## src/hw/rtl/bqf_pkg.sv

```systemverilog
`default_nettype none
// ----------------------------------------------------------------------------
// bqf_pkg: shared constants for the biquad TDF-II filter
// Default field widths, digit size of the serial multipliers and the
// configuration register indexes and the sequencer states.
// ----------------------------------------------------------------------------
package bqf_pkg;

	// default widths
	localparam int SAMPLE_WIDTH_DEF   = 24;
	localparam int COEF_FRAC_BITS_DEF = 16;

	// multiplier digit: bits of the sample consumed per cycle
	localparam int DIGIT_WIDTH = 8;

	// configuration register indexes
	localparam int CFG_INDEX_WIDTH = 3;
	localparam logic [CFG_INDEX_WIDTH-1:0] REG_B0 = 3'd0;
	localparam logic [CFG_INDEX_WIDTH-1:0] REG_B1 = 3'd1;
	localparam logic [CFG_INDEX_WIDTH-1:0] REG_B2 = 3'd2;
	localparam logic [CFG_INDEX_WIDTH-1:0] REG_A1 = 3'd3;
	localparam logic [CFG_INDEX_WIDTH-1:0] REG_A2 = 3'd4;

	// sequencer states, one-hot
	typedef enum logic [6:0] {
		S_IDLE  = 7'b0000001,
		S_MULX  = 7'b0000010,
		S_SUM   = 7'b0000100,
		S_ROUND = 7'b0001000,
		S_MULY  = 7'b0010000,
		S_DIFF  = 7'b0100000,
		S_SAT   = 7'b1000000
	} bqf_state_t;

endpackage
`default_nettype wire

```

## src/hw/rtl/biquad_tdf2_filter.sv

```systemverilog
`default_nettype none
// ----------------------------------------------------------------------------
// biquad_tdf2_filter: second-order IIR section, transposed direct form II
// Three digit-serial multiplier lanes share one sample digit stream.
// ----------------------------------------------------------------------------
// Usage:
//   Input channel (in_valid / in_stall / sample_in) takes one signed sample
//   per request. Output channel (out_valid / out_stall / sample_out /
//   clipped) returns one filtered sample per input request, in order.
//   Coefficients b0, b1, b2, a1, a2 (signed Q3.COEF_FRAC_BITS) are written
//   through cfg_we / cfg_index / cfg_data while the filter is idle; an
//   index past a2 is ignored.
// Sequence (ND = ceil(SAMPLE_WIDTH / 8), 3 for 24-bit samples):
//   The feedforward products run over the ND digits of x (one 8-bit digit of
//   x per cycle in each lane), the feedback products over the ND digits of
//   y, and four steps add, round, subtract and saturate. The result is
//   written to the output register in the final step, and only then does
//   the filter return to idle and take the next input request.
// Reset: delay state cleared, b0 = 1.0, other coefficients zero (pass-through).
// Stall: a finished result waits in the output register; a new input is
//   accepted meanwhile, and its result is held in the final step until the
//   output register is free.
// ----------------------------------------------------------------------------
module biquad_tdf2_filter import bqf_pkg::*; #(
	parameter int SAMPLE_WIDTH   = SAMPLE_WIDTH_DEF,
	parameter int COEF_FRAC_BITS = COEF_FRAC_BITS_DEF
) (
	input  wire                                   clk,
	input  wire                                   arst_n,
	// input channel
	input  wire                                   in_valid,
	output logic                                  in_stall,
	input  wire  signed [SAMPLE_WIDTH-1:0]        sample_in,
	// output channel
	output logic                                  out_valid,
	input  wire                                   out_stall,
	output logic signed [SAMPLE_WIDTH-1:0]        sample_out,
	output logic                                  clipped,
	// configuration write port
	input  wire                                   cfg_we,
	input  wire         [CFG_INDEX_WIDTH-1:0]     cfg_index,
	input  wire  signed [COEF_FRAC_BITS+2:0]      cfg_data
);

	localparam int CW   = COEF_FRAC_BITS + 3;               // coefficient width
	localparam int DW   = SAMPLE_WIDTH + COEF_FRAC_BITS + 4; // delay width
	localparam int WW   = DW + 2;                            // working sum width
	localparam int PW   = CW + SAMPLE_WIDTH;                 // exact product width
	localparam int D    = DIGIT_WIDTH;
	localparam int ND   = (SAMPLE_WIDTH + D - 1) / D;        // digits per operand
	localparam int XW   = ND * D;                            // padded operand width
	localparam int HW   = CW + 1;                            // lane upper part
	localparam int SUMW = CW + D + 1;                        // lane adder width
	localparam int CNTW = (ND > 1) ? $clog2(ND) : 1;
	localparam int NLANE = 3;

	localparam logic signed [WW-1:0] HALF = WW'(1) << (COEF_FRAC_BITS - 1);
	localparam logic signed [WW-1:0] YMAX = {{(WW-SAMPLE_WIDTH+1){1'b0}},
		{(SAMPLE_WIDTH-1){1'b1}}};
	localparam logic signed [WW-1:0] YMIN = ~YMAX;
	localparam logic signed [WW-1:0] DMAX = {{(WW-DW+1){1'b0}}, {(DW-1){1'b1}}};
	localparam logic signed [WW-1:0] DMIN = ~DMAX;

	bqf_state_t state_q;
	logic [CNTW-1:0] step_q;

	// coefficients
	logic signed [CW-1:0] b0_q, b1_q, b2_q, a1_q, a2_q;

	// delay state
	logic signed [DW-1:0] d1_q, d2_q;

	// serial multiplier: operand digit stream and per-lane partial product
	logic        [XW-1:0] mul_q;
	logic signed [HW-1:0] hi_q [NLANE];
	logic        [XW-1:0] lo_q [NLANE];

	// intermediate sums
	logic signed [WW-1:0] acc_q, t1_q, pb2_q, n1_q, n2_q;
	logic                 clip_q;

	// rounded output held for the result register
	logic signed [SAMPLE_WIDTH-1:0] y_hold_q;

	// output register
	logic                           out_valid_q;
	logic signed [SAMPLE_WIDTH-1:0] sample_out_q;
	logic                           clipped_q;

	logic                    last_digit;
	logic        [D-1:0]     digit;
	logic signed [D:0]       digit_ext;
	logic signed [CW-1:0]    lane_coef [NLANE];
	logic signed [SUMW-1:0]  lane_sum  [NLANE];
	logic signed [WW-1:0]    lane_prod [NLANE];
	logic        [HW+XW-1:0] lane_full [NLANE];
	logic signed [WW-1:0]    y_shift;
	logic signed [SAMPLE_WIDTH-1:0] y_sat;
	logic                    y_clip;
	logic signed [DW-1:0]    n1_sat, n2_sat;
	logic                    n1_clip, n2_clip;
	logic                    out_free;

	assign in_stall   = (state_q != S_IDLE);
	assign out_valid  = out_valid_q;
	assign sample_out = sample_out_q;
	assign clipped    = clipped_q;
	assign out_free   = !out_valid_q || !out_stall;

	// digit select: the top digit carries the sign
	assign last_digit = (step_q == CNTW'(ND - 1));
	assign digit      = mul_q[D-1:0];
	assign digit_ext  = last_digit ? {digit[D-1], digit} : {1'b0, digit};

	// lane coefficients: b0/b1/b2 on x, a1/a2 on y
	always_comb begin
		if (state_q == S_MULY) begin
			lane_coef[0] = a1_q;
			lane_coef[1] = a2_q;
			lane_coef[2] = '0;
		end else begin
			lane_coef[0] = b0_q;
			lane_coef[1] = b1_q;
			lane_coef[2] = b2_q;
		end
	end

	// per-lane digit multiply-accumulate and assembled product
	always_comb begin
		for (int i = 0; i < NLANE; i++) begin
			lane_sum[i]  = SUMW'(hi_q[i]) + SUMW'(lane_coef[i]) * SUMW'(digit_ext);
			lane_full[i] = {hi_q[i], lo_q[i]};
			lane_prod[i] = WW'(signed'(lane_full[i][PW-1:0]));
		end
	end

	// output rounding (floor after adding half) and saturation
	always_comb begin
		y_shift = acc_q >>> COEF_FRAC_BITS;
		y_clip  = 1'b0;
		if (y_shift > YMAX) begin
			y_sat  = YMAX[SAMPLE_WIDTH-1:0];
			y_clip = 1'b1;
		end else if (y_shift < YMIN) begin
			y_sat  = YMIN[SAMPLE_WIDTH-1:0];
			y_clip = 1'b1;
		end else begin
			y_sat = y_shift[SAMPLE_WIDTH-1:0];
		end
	end

	// delay saturation
	always_comb begin
		n1_clip = 1'b0;
		n2_clip = 1'b0;
		if (n1_q > DMAX) begin
			n1_sat  = DMAX[DW-1:0];
			n1_clip = 1'b1;
		end else if (n1_q < DMIN) begin
			n1_sat  = DMIN[DW-1:0];
			n1_clip = 1'b1;
		end else begin
			n1_sat = n1_q[DW-1:0];
		end
		if (n2_q > DMAX) begin
			n2_sat  = DMAX[DW-1:0];
			n2_clip = 1'b1;
		end else if (n2_q < DMIN) begin
			n2_sat  = DMIN[DW-1:0];
			n2_clip = 1'b1;
		end else begin
			n2_sat = n2_q[DW-1:0];
		end
	end

	// coefficient registers
	always_ff @(posedge clk or negedge arst_n) begin
		if (!arst_n) begin
			b0_q <= CW'(1) << COEF_FRAC_BITS;
			b1_q <= '0;
			b2_q <= '0;
			a1_q <= '0;
			a2_q <= '0;
		end else if (cfg_we) begin
			case (cfg_index)
				REG_B0: b0_q <= cfg_data;
				REG_B1: b1_q <= cfg_data;
				REG_B2: b2_q <= cfg_data;
				REG_A1: a1_q <= cfg_data;
				REG_A2: a2_q <= cfg_data;
				default: ;
			endcase
		end
	end

	// sequencer, delay state and output register
	always_ff @(posedge clk or negedge arst_n) begin
		if (!arst_n) begin
			state_q     <= S_IDLE;
			step_q      <= '0;
			d1_q        <= '0;
			d2_q        <= '0;
			out_valid_q <= 1'b0;
		end else begin
			// a taken result frees the register unless the final step refills it
			if (out_valid_q && !out_stall && state_q != S_SAT)
				out_valid_q <= 1'b0;
			case (state_q)
				S_IDLE: begin
					if (in_valid) begin
						state_q <= S_MULX;
						step_q  <= '0;
					end
				end
				S_MULX: begin
					step_q <= step_q + CNTW'(1);
					if (last_digit)
						state_q <= S_SUM;
				end
				S_SUM: begin
					state_q <= S_ROUND;
				end
				S_ROUND: begin
					state_q <= S_MULY;
					step_q  <= '0;
				end
				S_MULY: begin
					step_q <= step_q + CNTW'(1);
					if (last_digit)
						state_q <= S_DIFF;
				end
				S_DIFF: begin
					state_q <= S_SAT;
				end
				S_SAT: begin
					if (out_free) begin
						d1_q        <= n1_sat;
						d2_q        <= n2_sat;
						out_valid_q <= 1'b1;
						state_q     <= S_IDLE;
					end
				end
				default: begin
					state_q <= S_IDLE;
				end
			endcase
		end
	end

	// datapath registers
	always_ff @(posedge clk) begin
		case (state_q)
			S_IDLE: begin
				mul_q <= XW'(sample_in);
				for (int i = 0; i < NLANE; i++)
					hi_q[i] <= '0;
			end
			S_MULX, S_MULY: begin
				mul_q <= mul_q >> D;
				for (int i = 0; i < NLANE; i++) begin
					hi_q[i] <= HW'(lane_sum[i] >>> D);
					lo_q[i] <= (lo_q[i] >> D) | (XW'(lane_sum[i][D-1:0]) << (XW - D));
				end
			end
			S_SUM: begin
				acc_q <= lane_prod[0] + WW'(d1_q) + HALF;
				t1_q  <= lane_prod[1] + WW'(d2_q);
				pb2_q <= lane_prod[2];
			end
			S_ROUND: begin
				mul_q        <= XW'(y_sat);
				sample_out_q <= sample_out_q;
				clip_q       <= y_clip;
				for (int i = 0; i < NLANE; i++)
					hi_q[i] <= '0;
			end
			S_DIFF: begin
				n1_q <= t1_q - lane_prod[0];
				n2_q <= pb2_q - lane_prod[1];
			end
			S_SAT: begin
				if (out_free) begin
					sample_out_q <= y_hold_q;
					clipped_q    <= clip_q | n1_clip | n2_clip;
				end
			end
			default: ;
		endcase
	end

	// rounded output held for the result register
	always_ff @(posedge clk) begin
		if (state_q == S_ROUND)
			y_hold_q <= y_sat;
	end

endmodule
`default_nettype wire
```

## config.mk

```make
export PLATFORM = sky130hd
export DESIGN_NAME = biquad_tdf2_filter
export DESIGN_NICKNAME = d
export VERILOG_FILES = /design/src/hw/rtl/bqf_pkg.sv /design/src/hw/rtl/biquad_tdf2_filter.sv
export SDC_FILE = /design/constraint.sdc
export NUM_CORES = 2
export LEC_CHECK = 0
export ABC_AREA = 1
export BUFFER_PORTS_ARGS = -buffer_cell sky130_fd_sc_hd__buf_2
export CAP_MARGIN = 5
export CELL_PAD_IN_SITES_DETAIL_PLACEMENT = 2
export CELL_PAD_IN_SITES_GLOBAL_PLACEMENT = 2
export CORE_MARGIN = 5
export CORE_UTILIZATION = 43
export DETAILED_ROUTE_END_ITERATION = 10
export PLACE_DENSITY = 0.88
export SLEW_MARGIN = 10
export SYNTH_ARGS = -nofsm -noshare
export SYNTH_HDL_FRONTEND = slang
export SYNTH_SLANG_ARGS = --single-unit
export TNS_END_PERCENT = 100
```

## constraint.sdc

```tcl
create_clock -name clk -period 38.4 [get_ports clk]
set_clock_uncertainty 0.2 [all_clocks]
set_input_delay 7.68 -clock clk [delete_from_list [all_inputs] [get_ports clk]]
set_output_delay 7.68 -clock clk [all_outputs]
set_load 0.05 [all_outputs]
```

==> impl_results.md <==
* Routed wl met2 at 151000 µm
* First-pass GRT wire length at 464000 µm
* Post-layout instance area at 61600 µm²
* CTS tree: built
* Worst hold-check path type: flip-flop to flip-flop
* # nets final at 8275
* Cell taking the most area after synthesis: edfxtp_1
* Yosys warning count at 0
* RR Startpoint: state_q[0]
* Tot GR Track Use at 0.451
* Grt total ovfl at 0
* H-tree depth at 3
* Final Setup Violations at 0
* Worst-skew pair later-pin latency at 750 ps
* Wire per inst at 35.0 µm
* Distinct cells, synth at 47
* Hold Startpoint: y_hold_q[22]
* Area delta synth->final at 8.96%
* Yosys top cell area share at 0.220
* Syn_nets at 8205
* Starting Density at 0.431
* TritonCTS Sinks at 607
* Period utilisation layout at 0.264
* WL met1 at 105000 µm
* Largest net degree at the start of global routing at 120
* Final Hold Viols at 0
* Peak Freq at 0.0987 GHz
* Core box area at 131000 µm²
* Slew @ Worst Pin at 1270 ps
* TritonCTS buffer count at 76
* Worst setup path category: flip-flop to output pin
* Max Cap Violations at 0
* Via density per instance at 6.27
* Drt first pass iters at 6
* Clk buf depth at 3
* Post-DP HPWL at 206000 µm
* Met3 Wirelength at 25500 µm
* I/O Buffers at 77
* Min cycle time layout at 10130 ps
* Area contributors post-synth: edfxtp_1, fa_1, nand2_1
* Top sig layer: met5
* Relative slew slack at 0.156
* Synth top cells by count: nand2_1, inv_1, nor2_1, fa_1, ha_1
* Total routed wirelength at 320000 µm
* Post-synthesis sequential area ratio at 0.305
* Fill cell count at 15000
* WP data required at 30520 ps
* Die W at 373 µm
* Routed Antenna Nets at 0
* Asr flop ratio synth at 0.318
* Clk pin slew, worst setup/hold paths at 60 ps
* Clock root buffer master: clkbuf_16
* DRC at 0
* Initial antenna violation count at 12
* EDFF count, synth at 414
* Final hold slack at 233 ps
* Setup TNS at 0 ps
* RSZ-0062 raised after global routing: false
* Syn Inst Count at 7242
* Full die area at 139000 µm²
* Final slew viol count at 0
* Post-synthesis register bit count at 607
* Boundary Pins at 78
* Mapped cell area at 56600 µm²
* RePlAce Congestion at 0.920
* Crit path max fanout at 5
* Status: complete, no violations
* Resized Gates After CTS at 0
* Post-CTS Setup Inserts at 0
* Setup crit start: state_q[5]
* CP endpoint kind: output pin
* Placed cell area at 59000 µm²
* Vias post-DR at 57300
* Chip height at 373 µm
* CP Launch Type: flip-flop
* FP Rows at 133
* Most frequent cell after synthesis: nand2_1
* Vias in the first global route at 66900
* Initial DRC count at 5093
* Worst EP arrival at 2250 ps
* Top_reg_cell synth: edfxtp_1
* Share of cells above drive strength 1 at 0.0427
* CTS Hold Buffers Added at 0
* Syn Area/Cell at 7.81 µm²
-- layout by cell type, fill, tap and decap left out, types with 18 or more instances in the layout --
cell / netlist / final
fa_1: 492 / 492
a21oi_1: 322 / 321
xnor2_1: 18 / 18
clkbuf_16: 0 / 83
o21ai_1: 31 / 31
inv_1: 1436 / 1436
nor2_1: 714 / 714
o21bai_1: 28 / 28
buf_2: 19 / 76
nand3_1: 245 / 245
dfrtp_1: 191 / 191
inv_2: 26 / 25
buf_4: 2 / 33
nor3_1: 39 / 39
nand2_1: 2132 / 2128
o21ai_0: 324 / 324
xor2_1: 94 / 94
clkbuf_1: 87 / 20
o21ai_2: 27 / 27
edfxtp_1: 414 / 414
ha_1: 420 / 420
nand4_1: 76 / 76
-- path summary, 6_finish.rpt --
| check | end | slack, ps | cells past startpoint |
|---|---|---|---|
| worst max-delay path | in_stall | 28270 | 5 |
| worst min-delay path | sample_out[22] | 230 | 0 |
| worst max register to register | hi_q[0][49] | 29080 | 24 |
| worst min register to register | sample_out[22] | 230 | 0 |
| max in group asynchronous | b2_q[18] | 29000 | 3 |
| min in group asynchronous | d2_q[5] | 6770 | 1 |
-- per-stage QoR --
| step | std cells | utilization | setup slack [ps] |
|---|---|---|---|
| finish | 9139 | 0.470 | 28270 |
| global route | 9128 | 0.470 | 28230 |
| CTS | 9128 | 0.470 | 28310 |
| detailed placement | 8989 | 0.450 | 28040 |
| global placement | 8989 | 0.450 | 28150 |
| floorplan | 7242 | - | 25440 |
-- layout make-up --
| class | count | area, µm² | area share |
|---|---|---|---|
| Timing Repair Buffer | 112 | 673 | 0.0109 |
| Clock buffer | 109 | 2230 | 0.0363 |
| Antenna cell | 11 | 27.5 | 0.000447 |
| Inverter | 1465 | 5500 | 0.0893 |
| Clock inverter | 30 | 387 | 0.00627 |
| Tap cell | 1755 | 2200 | 0.0356 |
| Multi-Input combinational cell | 5050 | 33300 | 0.541 |
| Sequential cell | 607 | 17300 | 0.280 |
-- kinds of logic after synthesis --
| group | count (synthesis) | synth area share |
|---|---|---|
| XOR/XNOR | 112 | 0.0173 |
| adder cells (fa/ha/maj) | 912 | 0.267 |
| buffers and inverters | 1585 | 0.106 |
| AO/OA/AOI/OAI | 793 | 0.0783 |
| flip-flops | 607 | 0.305 |
| AND/OR/NAND/NOR | 3233 | 0.226 |
-- routing by layer --
layer	vias to the layer above	GRT usage
met5	-	0.000343
met4	4	0.435
met3	2001	0.122
met2	3763	0.748
met1	28900	0.455
li1	22600	-
-- worst max-delay path, stage by stage, from the launching register on --
cell,delay (ps)
dfrtp_1,430
nor2_1,170
nand2_1,160
inv_2,120
nand4_1,290
buf_2,340
-- sequential cells by signal, summed over array words and instances (netlist names) --
name	count
out_valid	1
n2_q	44
b1_q	19
n1_q	46
b2_q	19
sample_out	24
hi_q	60
a2_q	19
pb2_q	43
state_q	7
y_hold_q	24
t1_q	45
a1_q	19
step_q	2
d2_q	44
b0_q	19
mul_q	24
lo_q	72
d1_q	44
clipped	1
acc_q	30
clip_q	1
Power is left out: the tool's default activity adds up to more than one toggle a clock period on the data nets, which glitch-free logic cannot reach.
